--- src/rtl/core/albd_pkg.sv ---
`default_nettype none

package albd_pkg;

  localparam int ADC_BITS = 12;
  localparam int WIN_W    = 2 * ADC_BITS;
  localparam int MS_W     = 16;
  localparam int TS_W     = 32;
  localparam int CFG_IDX_W = 3;

  localparam logic [ADC_BITS-1:0] LVL_MAX = {ADC_BITS{1'b1}};
  // empty window: min all ones, max zero
  localparam logic [WIN_W-1:0] WIN_RESET = {{ADC_BITS{1'b0}}, LVL_MAX};
  localparam logic [MS_W-1:0] DEBOUNCE_RESET = MS_W'(50);
  localparam logic [MS_W-1:0] HOLD_RESET     = MS_W'(1000);

  // register indexes
  localparam logic [CFG_IDX_W-1:0] REG_RIGHT    = 3'd0;
  localparam logic [CFG_IDX_W-1:0] REG_LEFT     = 3'd1;
  localparam logic [CFG_IDX_W-1:0] REG_CONFIRM  = 3'd2;
  localparam logic [CFG_IDX_W-1:0] REG_BACK     = 3'd3;
  localparam logic [CFG_IDX_W-1:0] REG_VOLUP    = 3'd4;
  localparam logic [CFG_IDX_W-1:0] REG_ROW2     = 3'd5;
  localparam logic [CFG_IDX_W-1:0] REG_DEBOUNCE = 3'd6;
  localparam logic [CFG_IDX_W-1:0] REG_HOLD     = 3'd7;

  // event codes
  localparam logic [2:0] EV_RIGHT   = 3'd0;
  localparam logic [2:0] EV_LEFT    = 3'd1;
  localparam logic [2:0] EV_CONFIRM = 3'd2;
  localparam logic [2:0] EV_BACK    = 3'd3;
  localparam logic [2:0] EV_VOLDOWN = 3'd4;
  localparam logic [2:0] EV_VOLUP   = 3'd5;
  localparam logic [2:0] EV_POWER   = 3'd6;
  localparam logic [2:0] NO_BUTTON  = 3'd7;

  localparam int QUEUE_DEPTH = 4;
  localparam int QPTR_W      = $clog2(QUEUE_DEPTH);

  typedef struct packed {
    logic [ADC_BITS-1:0] row1_level;
    logic [ADC_BITS-1:0] row2_level;
    logic                power_pressed;
    logic [TS_W-1:0]     now_ms;
  } poll_t;

  typedef struct packed {
    logic [2:0] event_code;
    logic       last_of_poll;
  } result_t;

  // events of one poll, oldest first
  typedef struct packed {
    logic       two;
    logic [2:0] first;
    logic [2:0] second;
  } pair_t;

endpackage

`default_nettype wire

--- src/rtl/core/albd_front.sv ---
`default_nettype none

module albd_front
  import albd_pkg::*;
(
  input  wire logic                 clk,
  input  wire logic                 rst,
  input  wire logic                 push,
  input  wire poll_t                poll,
  input  wire logic                 q_full,
  output logic                      q_push,
  output pair_t                     q_data,
  input  wire logic                 cfg_valid,
  input  wire logic [CFG_IDX_W-1:0] cfg_index,
  input  wire logic [WIN_W-1:0]     cfg_data
);

  logic [WIN_W-1:0] right_window, left_window, confirm_window, back_window;
  logic [WIN_W-1:0] volup_window, row_two_floor_voldown;
  logic [MS_W-1:0]  debounce_ms, power_hold_ms;

  logic [2:0]      held_button;
  logic [TS_W-1:0] press_time;
  logic            held_fired;
  logic [TS_W-1:0] power_time;
  logic            power_running;
  logic            power_done;

  logic            accept;
  logic [2:0]      cur;
  logic [TS_W-1:0] nav_elapsed, hold_base, pwr_elapsed;
  logic            nav_fire, pwr_fire;

  function automatic logic in_win(input logic [ADC_BITS-1:0] lvl,
                                  input logic [WIN_W-1:0] w);
    return (lvl >= w[ADC_BITS-1:0]) && (lvl <= w[WIN_W-1:ADC_BITS]);
  endfunction

  assign accept = push && !q_full;

  always_comb begin
    if (in_win(poll.row1_level, right_window)) begin
      cur = EV_RIGHT;
    end else if (in_win(poll.row1_level, left_window)) begin
      cur = EV_LEFT;
    end else if (in_win(poll.row1_level, confirm_window)) begin
      cur = EV_CONFIRM;
    end else if (in_win(poll.row1_level, back_window)) begin
      cur = EV_BACK;
    end else if (poll.row2_level < row_two_floor_voldown[ADC_BITS-1:0]) begin
      cur = NO_BUTTON;
    end else if (poll.row2_level <= row_two_floor_voldown[WIN_W-1:ADC_BITS]) begin
      cur = EV_VOLDOWN;
    end else if (in_win(poll.row2_level, volup_window)) begin
      cur = EV_VOLUP;
    end else begin
      cur = NO_BUTTON;
    end

    // a newly seen button only starts timing
    nav_elapsed = poll.now_ms - press_time;
    nav_fire = (cur != NO_BUTTON) && (cur == held_button) && !held_fired &&
               (nav_elapsed >= TS_W'(debounce_ms));

    hold_base   = power_running ? power_time : poll.now_ms;
    pwr_elapsed = poll.now_ms - hold_base;
    pwr_fire    = poll.power_pressed && !power_done &&
                  (pwr_elapsed >= TS_W'(power_hold_ms));

    if (nav_fire) begin
      q_data.first  = cur;
      q_data.second = EV_POWER;
      q_data.two    = pwr_fire;
    end else begin
      q_data.first  = EV_POWER;
      q_data.second = EV_POWER;
      q_data.two    = 1'b0;
    end
    q_push = accept && (nav_fire || pwr_fire);
  end

  always_ff @(posedge clk) begin
    if (rst) begin
      right_window          <= WIN_RESET;
      left_window           <= WIN_RESET;
      confirm_window        <= WIN_RESET;
      back_window           <= WIN_RESET;
      volup_window          <= WIN_RESET;
      row_two_floor_voldown <= WIN_RESET;
      debounce_ms           <= DEBOUNCE_RESET;
      power_hold_ms         <= HOLD_RESET;
    end else if (cfg_valid) begin
      unique case (cfg_index)
        REG_RIGHT:    right_window          <= cfg_data;
        REG_LEFT:     left_window           <= cfg_data;
        REG_CONFIRM:  confirm_window        <= cfg_data;
        REG_BACK:     back_window           <= cfg_data;
        REG_VOLUP:    volup_window          <= cfg_data;
        REG_ROW2:     row_two_floor_voldown <= cfg_data;
        REG_DEBOUNCE: debounce_ms           <= cfg_data[MS_W-1:0];
        REG_HOLD:     power_hold_ms         <= cfg_data[MS_W-1:0];
        default: ;
      endcase
    end
  end

  always_ff @(posedge clk) begin
    if (rst) begin
      held_button   <= NO_BUTTON;
      press_time    <= '0;
      held_fired    <= 1'b0;
      power_time    <= '0;
      power_running <= 1'b0;
      power_done    <= 1'b0;
    end else if (accept) begin
      if (cur == NO_BUTTON) begin
        held_button <= NO_BUTTON;
        held_fired  <= 1'b0;
      end else if (cur != held_button) begin
        held_button <= cur;
        press_time  <= poll.now_ms;
        held_fired  <= 1'b0;
      end else if (nav_fire) begin
        held_fired <= 1'b1;
      end

      if (poll.power_pressed) begin
        power_running <= 1'b1;
        power_time    <= hold_base;
        if (pwr_fire) begin
          power_done <= 1'b1;
        end
      end else begin
        power_running <= 1'b0;
        power_done    <= 1'b0;
      end
    end
  end

endmodule

`default_nettype wire

--- src/rtl/core/albd_queue.sv ---
`default_nettype none

module albd_queue
  import albd_pkg::*;
(
  input  wire logic  clk,
  input  wire logic  rst,
  input  wire logic  wr_en,
  input  wire pair_t wr_data,
  output logic       full,
  input  wire logic  rd_en,
  output pair_t      rd_data,
  output logic       empty
);

  pair_t             mem [QUEUE_DEPTH];
  logic [QPTR_W-1:0] wr_ptr, rd_ptr;
  logic [QPTR_W:0]   count;

  assign full    = (count == (QPTR_W + 1)'(QUEUE_DEPTH));
  assign empty   = (count == '0);
  assign rd_data = mem[rd_ptr];

  always_ff @(posedge clk) begin
    if (wr_en) begin
      mem[wr_ptr] <= wr_data;
    end
  end

  always_ff @(posedge clk) begin
    if (rst) begin
      wr_ptr <= '0;
      rd_ptr <= '0;
      count  <= '0;
    end else begin
      if (wr_en) begin
        wr_ptr <= wr_ptr + 1'b1;
      end
      if (rd_en) begin
        rd_ptr <= rd_ptr + 1'b1;
      end
      if (wr_en && !rd_en) begin
        count <= count + 1'b1;
      end else if (rd_en && !wr_en) begin
        count <= count - 1'b1;
      end
    end
  end

  a_count_bound: assert property (@(posedge clk) disable iff (rst)
    count <= (QPTR_W + 1)'(QUEUE_DEPTH))
    else $error("queue count above depth");

  a_no_overflow: assert property (@(posedge clk) disable iff (rst)
    !(wr_en && full))
    else $error("write into full queue");

  a_no_underflow: assert property (@(posedge clk) disable iff (rst)
    !(rd_en && empty))
    else $error("read from empty queue");

  a_count_up: assert property (@(posedge clk) disable iff (rst)
    (wr_en && !rd_en) |=> (count == $past(count) + 1'b1))
    else $error("queue count did not advance on write");

endmodule

`default_nettype wire

--- src/rtl/core/albd_back.sv ---
`default_nettype none

module albd_back
  import albd_pkg::*;
(
  input  wire logic  clk,
  input  wire logic  rst,
  input  wire pair_t q_data,
  input  wire logic  q_empty,
  output logic       q_pop,
  output result_t    result,
  output logic       empty,
  input  wire logic  pop
);

  pair_t cur;
  logic  cur_valid;
  logic  idx;   // 0: first word of the poll, 1: second
  logic  last;
  logic  take;

  assign last  = !cur.two || idx;
  assign take  = pop && cur_valid;
  assign q_pop = !q_empty && (!cur_valid || (take && last));
  assign empty = !cur_valid;

  assign result.event_code   = idx ? cur.second : cur.first;
  assign result.last_of_poll = last;

  always_ff @(posedge clk) begin
    if (q_pop) begin
      cur <= q_data;
    end
  end

  always_ff @(posedge clk) begin
    if (rst) begin
      cur_valid <= 1'b0;
      idx       <= 1'b0;
    end else if (q_pop) begin
      cur_valid <= 1'b1;
      idx       <= 1'b0;
    end else if (take) begin
      if (last) begin
        cur_valid <= 1'b0;
        idx       <= 1'b0;
      end else begin
        idx <= 1'b1;
      end
    end
  end

endmodule

`default_nettype wire

--- src/rtl/core/adc_ladder_button_debouncer.sv ---
`default_nettype none

// Ladder button decoder with debounce and power-hold detect. Each pushed word
// is one poll (two ladder ADC levels, power pin, millisecond timestamp); each
// popped word is one button event, at most two per poll (nav/volume first, then
// power), with last_of_poll set on the final one. A poll is taken every cycle
// while full is low: window matching, the timestamp subtract and the state
// update all finish in the accept cycle. Events drain at one per cycle through
// a four-entry queue of per-poll event pairs, so full rises only when the
// consumer stalls or two-event polls arrive faster than they drain. Config
// writes are always ready and take effect on the next cycle.
module adc_ladder_button_debouncer
  import albd_pkg::*;
(
  input  wire logic                 clk,
  input  wire logic                 rst,
  input  wire logic                 push,
  output logic                      full,
  input  wire poll_t                poll,
  output logic                      empty,
  input  wire logic                 pop,
  output result_t                   result,
  input  wire logic                 cfg_valid,
  output logic                      cfg_ready,
  input  wire logic [CFG_IDX_W-1:0] cfg_index,
  input  wire logic [WIN_W-1:0]     cfg_data
);

  logic  q_push, q_full, q_pop, q_empty;
  pair_t q_wdata, q_rdata;

  assign full      = q_full;
  assign cfg_ready = 1'b1;

  albd_front u_front (
    .clk       (clk),
    .rst       (rst),
    .push      (push),
    .poll      (poll),
    .q_full    (q_full),
    .q_push    (q_push),
    .q_data    (q_wdata),
    .cfg_valid (cfg_valid),
    .cfg_index (cfg_index),
    .cfg_data  (cfg_data)
  );

  albd_queue u_queue (
    .clk     (clk),
    .rst     (rst),
    .wr_en   (q_push),
    .wr_data (q_wdata),
    .full    (q_full),
    .rd_en   (q_pop),
    .rd_data (q_rdata),
    .empty   (q_empty)
  );

  albd_back u_back (
    .clk     (clk),
    .rst     (rst),
    .q_data  (q_rdata),
    .q_empty (q_empty),
    .q_pop   (q_pop),
    .result  (result),
    .empty   (empty),
    .pop     (pop)
  );

endmodule

`default_nettype wire

--- config.mk ---
export PLATFORM = sky130hd
export DESIGN_NAME = adc_ladder_button_debouncer
export DESIGN_NICKNAME = d
export VERILOG_FILES = /design/src/rtl/core/albd_pkg.sv /design/src/rtl/core/albd_front.sv /design/src/rtl/core/albd_queue.sv /design/src/rtl/core/albd_back.sv /design/src/rtl/core/adc_ladder_button_debouncer.sv
export SDC_FILE = /design/constraint.sdc
export NUM_CORES = 1
export LEC_CHECK = 0
export ABC_AREA = 0
export BUFFER_PORTS_ARGS = -buffer_cell sky130_fd_sc_hd__buf_4
export CAP_MARGIN = 20
export CORE_AREA = 4 4 174 176
export DETAILED_ROUTE_END_ITERATION = 6
export DIE_AREA = 0 0 178 180
export PLACE_DENSITY = 0.89
export SETUP_SLACK_MARGIN = 0.5
export SYNTH_ARGS = -nofsm -noshare
export SYNTH_HDL_FRONTEND = slang
export SYNTH_HIERARCHICAL = 1
export SYNTH_SLANG_ARGS = --single-unit
--- constraint.sdc ---
create_clock -name clk -period 10.7 [get_ports clk]
set_clock_uncertainty 0.05 [all_clocks]
set_input_delay 2.675 -clock clk [delete_from_list [all_inputs] [get_ports clk]]
set_output_delay 2.675 -clock clk [all_outputs]
set_load 0.01 [all_outputs]
==> results.py, run 1 <==
metrics = {
    "clocking": {
        "clock_latency_ns": 0.53,
        "h-tree-depth": 2,
        "path_clk_slew_ns": 0.06,
        "hold_buffers": 0,
        "postCtsResizedCells": 0,
        "cts_setup_buffers": 0,
        "cts_tree": "done",
        "root_buffer": "clkbuf_16",
        "clock_path_buffers": 3,
        "cts_inserted_buffers": 34,
        "cts_sinks": 292,
    },
    "critical_path": {
        "worst_setup_path_start_kind": "input pin",
        "critPathArrivalTime_ns": 8.41,
        "cp_max_fo": 7,
        "slowest_delay_ns": 0.48,
        "required_ns": 11.08,
        "crit_path_top_delay_cell": "a21oi_1",
        "path_common_cell": "a21oi_1",
        "critPathCaptureType": "flop",
        "setup.worst_path.class": "input pin to flop",
    },
    "sta": {
        "relSlewSlack": 0.319,
        "max_freq_ghz": 0.125,
        "min_period_over_period": 0.750,
        "finalHoldViolCount": 0,
        "setup_viol": 0,
        "setup_slack_ns": 2.68,
        "worstMarginPinSlew_ns": 1.02,
        "grt_setup_unrepaired": "false",
        "whs_ns": 0.404,
        "fin_tns_setup_ns": 0,
        "period_needed_ns": 8.02,
        "drv_slew": 0,
    },
    "synth": {
        "synth-simple-area-share": 0.184,
        "synthTopCellsByArea": "dfxtp_1, ha_1, a21oi_1",
        "async_reset_ff_frac": 0,
        "synth_top_area_frac": 0.266,
        "synthAdderAreaFrac": 0.160,
        "synth_edf_count": 35,
        "avgSynthCellArea_sq_um": 8.21,
        "synth_compound_area_frac": 0.200,
        "yosys-mux-area-fraction": 0.0461,
        "ys_types": 76,
        "synth_warnings": 6,
        "ys_seq_area_frac": 0.320,
        "synth_flop_cell": "dfxtp_1",
        "synthCells": 2355,
        "ys_seq_elements": 292,
        "syn-cell-area_sq_mm": 0.0193,
        "synth-xor-area-share": 0.0204,
        "synth_top_area_cell": "dfxtp_1",
        "synth_top_family_by_area": "compound AO/OA/AOI/OAI gates",
    },
    "detailed_routing": {
        "drc": 5,
        "ant_nets": 0,
        "route.vias.total": 17300,
        "vias_per_cell": 6.21,
        "wl_per_cell_um": 18.2,
        "wirelength_um": 50700,
        "drt_iter0_markers": 1712,
        "dr.pass1.iters": 7,
    },
    "placed_design": {
        "placed_cell_area_sq_mm": 0.0201,
        "dp_hpwl_um": 36200,
        "place_inst": 2725,
        "port_buffers": 94,
        "gp_routability_congestion": 0.968,
        "dpl_worst_slack_ns": 2.27,
    },
    "power": {
        "p_per_area_mw_per_mm2": 150,
        "leakagePower_nw": 8.90,
        "vdd_drop_max_v": 0.000165,
    },
    "outcome": {
        "violations": "DRC",
        "outcome": "finished with violations",
    },
    "die": {
        "die_x_um": 178,
        "coreArea_sq_mm": 0.0286,
        "row_count": 62,
        "start_util": 0.675,
        "die_area_sq_mm": 0.0320,
        "ios": 96,
        "die_h_um": 180,
    },
    "final_layout": {
        "layout.nets": 2713,
        "antennaDiodeCount": 0,
        "drive_gt1_frac": 0.0802,
        "final_cells": 2789,
        "final_cell_area_sq_mm": 0.0213,
        "area_delta_synth_final_pct": 9.93,
    },
    "global_route": {
        "grt_first_pass_wirelength_um": 81900,
        "grt_overflow": 0,
        "antenna_found_initial": 1,
        "grt_usage": 0.308,
        "grt_start_max_net_pins": 133,
        "grt_pass1_vias": 16800,
    },
    "job": {
        "drv_cap": 0,
    },
    "hold_path": {
        "hp-class": "flop to flop",
    },
}
worst max-delay path, delay by kind of cell:
family | cells | cell delay (ns)
AO/OA/AOI/OAI | 12 | 2.40
XOR/XNOR | 2 | 0.27
adder cells (fa/ha/maj) | 5 | 1.55
buffers and inverters | 4 | 0.31
AND/OR/NAND/NOR | 6 | 1.18
synth_stat cells, drive strengths merged, types with 5 or more instances:
cell	number
nand2	329
dfxtp	257
a21oi	248
ha	242
inv	218
nor2	166
clkbuf	107
nand2b	89
mux2i	70
a211o	68
o21ai	60
a211oi	50
a21o	42
nand4	42
edfxtp	35
o211ai	32
nand3b	28
nand3	25
xor2	23
xnor2	22
nor2b	18
nor3	16
and2	15
buf	13
a31oi	9
or3	9
o21a	8
a2111oi	7
mux4	7
o21bai	7
o31ai	7
nor4	6
o2111ai	6
or2	6
a221o	5
and4	5
o31a	5
o41ai	5
logic make-up (layout without fill, tap and decap cells):
family                   count (synthesis)  in the layout
AND/OR/NAND/NOR                        765            765
adder cells (fa/ha/maj)                245            245
XOR/XNOR                                45             45
other                                    3              4
AO/OA/AOI/OAI                          587            587
buffers and inverters                  338            387
flip-flops                             292            292
multiplexers                            80             80
stage by stage:
stage / total power [W] / util
6_report: 0.00319 / 0.743
5_1_grt: 0.00335 / 0.743
4_1_cts: 0.00319 / 0.741
3_5_place_dp: 0.00204 / 0.703
3_3_place_gp: 0.00200 / 0.703
2_1_floorplan: 0.00182 / -
layout make-up:
| class | count | area (sq um) |
|---|---|---|
| Clock buffer | 49 | 978 |
| Clock inverter | 13 | 118 |
| Fill cell | 2079 | 7370 |
| Inverter | 218 | 818 |
| Multi-Input combinational cell | 1726 | 11800 |
| Sequential cell | 292 | 6200 |
| Tap cell | 384 | 480 |
| Timing Repair Buffer | 107 | 823 |
report_power, final:
group | leakage, nW | switching [W] | total [W] | internal (W)
Clock | 0.540 | 0.000473 | 0.00114 | 0.000668
Combinational | 5.95 | 0.000478 | 0.000815 | 0.000337
Sequential | 2.41 | 0.0000478 | 0.00123 | 0.00119
layout by cell type (no fill, tap or decap), types with 42 or more instances in the layout:
| cell | count |
|---|---|
| a21o_1 | 42 |
| a211oi_1 | 50 |
| mux2i_1 | 70 |
| inv_1 | 218 |
| nand2b_1 | 88 |
| a211o_1 | 68 |
| nor2_1 | 163 |
| buf_4 | 104 |
| nand4_1 | 42 |
| ha_1 | 242 |
| o21ai_0 | 60 |
| dfxtp_1 | 256 |
| a21oi_1 | 247 |
| nand2_1 | 329 |
layer usage:
metal,up-vias,GRT usage,share of wire
li1,8282,-,-
met1,8141,0.405,0.41
met2,752,0.507,0.47
met3,146,0.0542,0.085
met4,0,0.114,0.034
met5,-,0,0
final timing paths:
check,start,slack [ns],cells past startpoint,endpoint
min,u_front/back_window[23]$_SDFFE_PP0P_,0.40,2,u_front/back_window[23]$_SDFFE_PP0P_
max reg2reg,u_front/power_running$_SDFFE_PP0P_,4.14,31,u_queue/count[2]$_SDFFE_PP0P_
min reg2reg,u_front/back_window[23]$_SDFFE_PP0P_,0.40,2,u_front/back_window[23]$_SDFFE_PP0P_
max,poll[0],2.68,29,u_queue/count[2]$_SDFFE_PP0P_
state kept, by name, summed over array words and instances (netlist names), named ones only:
signal	flops
u_front/press_time	32
u_front/held_button	3
u_front/left_window	24
u_queue/rd_ptr	2
u_front/right_window	24
u_back/idx	1
u_front/confirm_window	24
u_back/cur	7
u_queue/wr_ptr	2
u_front/held_fired	1
u_front/row_two_floor_voldown	24
u_front/debounce_ms	16
u_queue/mem	28
u_front/power_hold_ms	16
u_front/volup_window	24
u_front/back_window	24
u_back/cur_valid	1
u_front/power_running	1
u_front/power_time	32
u_queue/count	3
u_front/power_done	1
(Power assumes the default switching activity.)
==> run 2, diff against run 1 <==
--- a/config.mk
+++ b/config.mk
@@ -8,10 +8,10 @@
 export ABC_AREA = 0
 export BUFFER_PORTS_ARGS = -buffer_cell sky130_fd_sc_hd__buf_4
 export CAP_MARGIN = 20
-export CORE_AREA = 4 4 174 176
+export CORE_AREA = 4 4 181 183
 export DETAILED_ROUTE_END_ITERATION = 6
-export DIE_AREA = 0 0 178 180
-export PLACE_DENSITY = 0.89
+export DIE_AREA = 0 0 185 187
+export PLACE_DENSITY = 0.84
 export SETUP_SLACK_MARGIN = 0.5
 export SYNTH_ARGS = -nofsm -noshare
 export SYNTH_HDL_FRONTEND = slang
==> constraint.sdc (replaced) <==
create_clock -name clk -period 7.84 [get_ports clk]
set_clock_uncertainty 0.05 [all_clocks]
set_input_delay 1.96 -clock clk [delete_from_list [all_inputs] [get_ports clk]]
set_output_delay 1.96 -clock clk [all_outputs]
set_load 0.01 [all_outputs]
==> results.py, run 2 (synthesized netlist as in run 1, its figures left out) <==
metrics = {
    "sta": {
        "max_freq_ghz": 0.142,
        "setup_slack_ns": 0.817,
        "finalHoldViolCount": 0,
        "setup_viol": 0,
        "period_needed_ns": 7.02,
        "drv_slew": 0,
        "grt_setup_unrepaired": "false",
        "min_period_over_period": 0.896,
        "relSlewSlack": 0.322,
        "fin_tns_setup_ns": 0,
        "worstMarginPinSlew_ns": 1.01,
    },
    "clocking": {
        "path_clk_slew_ns": 0.06,
        "root_buffer": "clkbuf_16",
        "hold_buffers": 0,
        "h-tree-depth": 2,
        "cts_tree": "done",
        "cts_sinks": 292,
        "clock_path_buffers": 3,
        "cts_inserted_buffers": 35,
        "clock_latency_ns": 0.52,
    },
    "critical_path": {
        "r2r_slack_ns": 1.72,
        "critPathCaptureType": "flop",
        "cp_max_fo": 7,
        "rr_worst_depth": 29,
        "path_common_cell": "a21oi_1",
        "slowest_delay_ns": 0.44,
        "critPathArrivalTime_ns": 7.41,
        "setup.worst_path.class": "input pin to flop",
        "crit_path_top_delay_cell": "a221o_1",
        "r2r_start": "u_front/power_running$_SDFFE_PP0P_",
        "r2r-end": "u_queue/count[2]$_SDFFE_PP0P_",
        "worst_setup_path_start_kind": "input pin",
        "required_ns": 8.22,
    },
    "detailed_routing": {
        "ant_nets": 0,
        "drt_iter0_markers": 1530,
        "wl_per_cell_um": 18.3,
        "vias_per_cell": 6.09,
        "drc": 0,
        "wirelength_um": 51300,
        "dr.pass1.iters": 6,
        "route.vias.total": 17100,
    },
    "outcome": {
        "outcome": "finished, final reports clean",
    },
    "power": {
        "power.internal_w": 0.00319,
        "switchingPower_w": 0.00138,
        "vdd_drop_max_v": 0.000190,
        "seqPwrFrac": 0.367,
        "combPwrFrac": 0.245,
        "leakagePower_nw": 8.99,
        "switching_share": 0.302,
        "p_per_area_mw_per_mm2": 213,
        "clkPwrFrac": 0.388,
    },
    "hold_path": {
        "min_to": "u_front/confirm_window[13]$_SDFFE_PP0P_",
        "hp-class": "flop to flop",
        "hold_path_depth": 2,
        "min_from": "u_front/confirm_window[13]$_SDFFE_PP0P_",
    },
    "final_layout": {
        "final_cells": 2811,
        "final_common_cell": "nand2_1",
        "layout.nets": 2715,
        "top_regs": "u_front/power_time (32), u_front/press_time (32), u_queue/mem (28)",
        "area_delta_synth_final_pct": 11.1,
        "final_cell_area_sq_mm": 0.0215,
        "drive_gt1_frac": 0.0851,
        "seq_area_sq_mm": 0.00620,
        "nFillCells": 2490,
        "mostFrequentLayoutCells": "nand2_1, dfxtp_1, a21oi_1, ha_1, inv_1",
        "multi_input_area_sq_mm": 0.0119,
    },
    "placed_design": {
        "dp_hpwl_um": 36700,
        "placed_cell_area_sq_mm": 0.0202,
        "place_inst": 2745,
        "gp_routability_congestion": 0.942,
        "dpl_worst_slack_ns": 0.103,
        "port_buffers": 94,
    },
    "global_route": {
        "grt_overflow": 0,
        "grt_pass1_vias": 16700,
        "grt_usage": 0.286,
        "antenna_found_initial": 0,
        "grt_start_max_net_pins": 211,
        "grt_first_pass_wirelength_um": 82500,
    },
    "die": {
        "coreArea_sq_mm": 0.0312,
        "die_x_um": 185,
        "die_area_sq_mm": 0.0346,
        "die_h_um": 187,
        "row_count": 65,
        "ios": 96,
        "start_util": 0.619,
    },
    "job": {
        "drv_cap": 0,
    },
}
[run 2: metrics by stage]
stage | hold slack, ns | utilization | total power, W
2_1_floorplan | 0.381 | - | 0.00249
3_3_place_gp | 0.389 | 0.646 | 0.00274
3_5_place_dp | 0.397 | 0.646 | 0.00279
4_1_cts | 0.407 | 0.687 | 0.00457
5_1_grt | 0.420 | 0.688 | 0.00479
6_report | 0.405 | 0.688 | 0.00457
[run 2: repair_timing]
item                                    in CTS  in global routing
setup buffers                                0                  1
endpoints found under the setup margin       0                  3
gates resized for setup                      0                  6
[run 2: worst max-delay path: cells and delay by family]
kind                       cells  cell delay (ns)
AOI/OAI and AO/OA             12             2.13
xor gates and xnor gates       2             0.28
and+or+nand+nor                6             1.20
buffers and inverters          4             0.33
adders and majority gates      5             1.49
[run 2: area by class of cell]
type	count	share of cell area
multi-input cells	1726	0.552
well taps	402	0.0234
inverters	218	0.0381
clock buffers	43	0.0450
repair buffers	108	0.0385
flip-flops and latches	292	0.288
clock inverters	21	0.0139
diodes	1	0.000116
[run 2: power by group through the flow]
| stage | combinational [W] | sequential [W] | clock [W] |
|---|---|---|---|
| 3_3_place_gp | 0.00104 | 0.00171 | 0 |
| 6_report | 0.00112 | 0.00168 | 0.00177 |
| 3_5_place_dp | 0.00108 | 0.00171 | 0 |
| 5_1_grt | 0.00123 | 0.00169 | 0.00187 |
| 2_1_floorplan | 0.000804 | 0.00169 | 0 |
| 4_1_cts | 0.00109 | 0.00168 | 0.00180 |
[run 2: worst max-delay path by stage]
stage / startpoint / endpoint / depth (start not counted)
final: poll[0] / u_queue/count[2]$_SDFFE_PP0P_ / 29
after global routing: poll[0] / u_queue/count[2]$_SDFFE_PP0P_ / 32
after detailed placement: poll[0] / u_queue/count[2]$_SDFFE_PP0P_ / 31
after CTS: poll[0] / u_queue/count[2]$_SDFFE_PP0P_ / 31
after global placement: poll[0] / u_queue/count[2]$_SDFFE_PP0P_ / 31
after floorplan: poll[0] / u_queue/count[2]$_SDFFE_PP0P_ / 28
[run 2: layer usage]
layer / wire (um) / vias up / GRT usage / share of wire
li1: - / 8278 / - / -
met1: 22000 / 8093 / 0.373 / 0.43
met2: 24000 / 607 / 0.480 / 0.47
met3: 3600 / 132 / 0.0469 / 0.070
met4: 1710 / 0 / 0.102 / 0.033
met5: 0 / - / 0 / 0
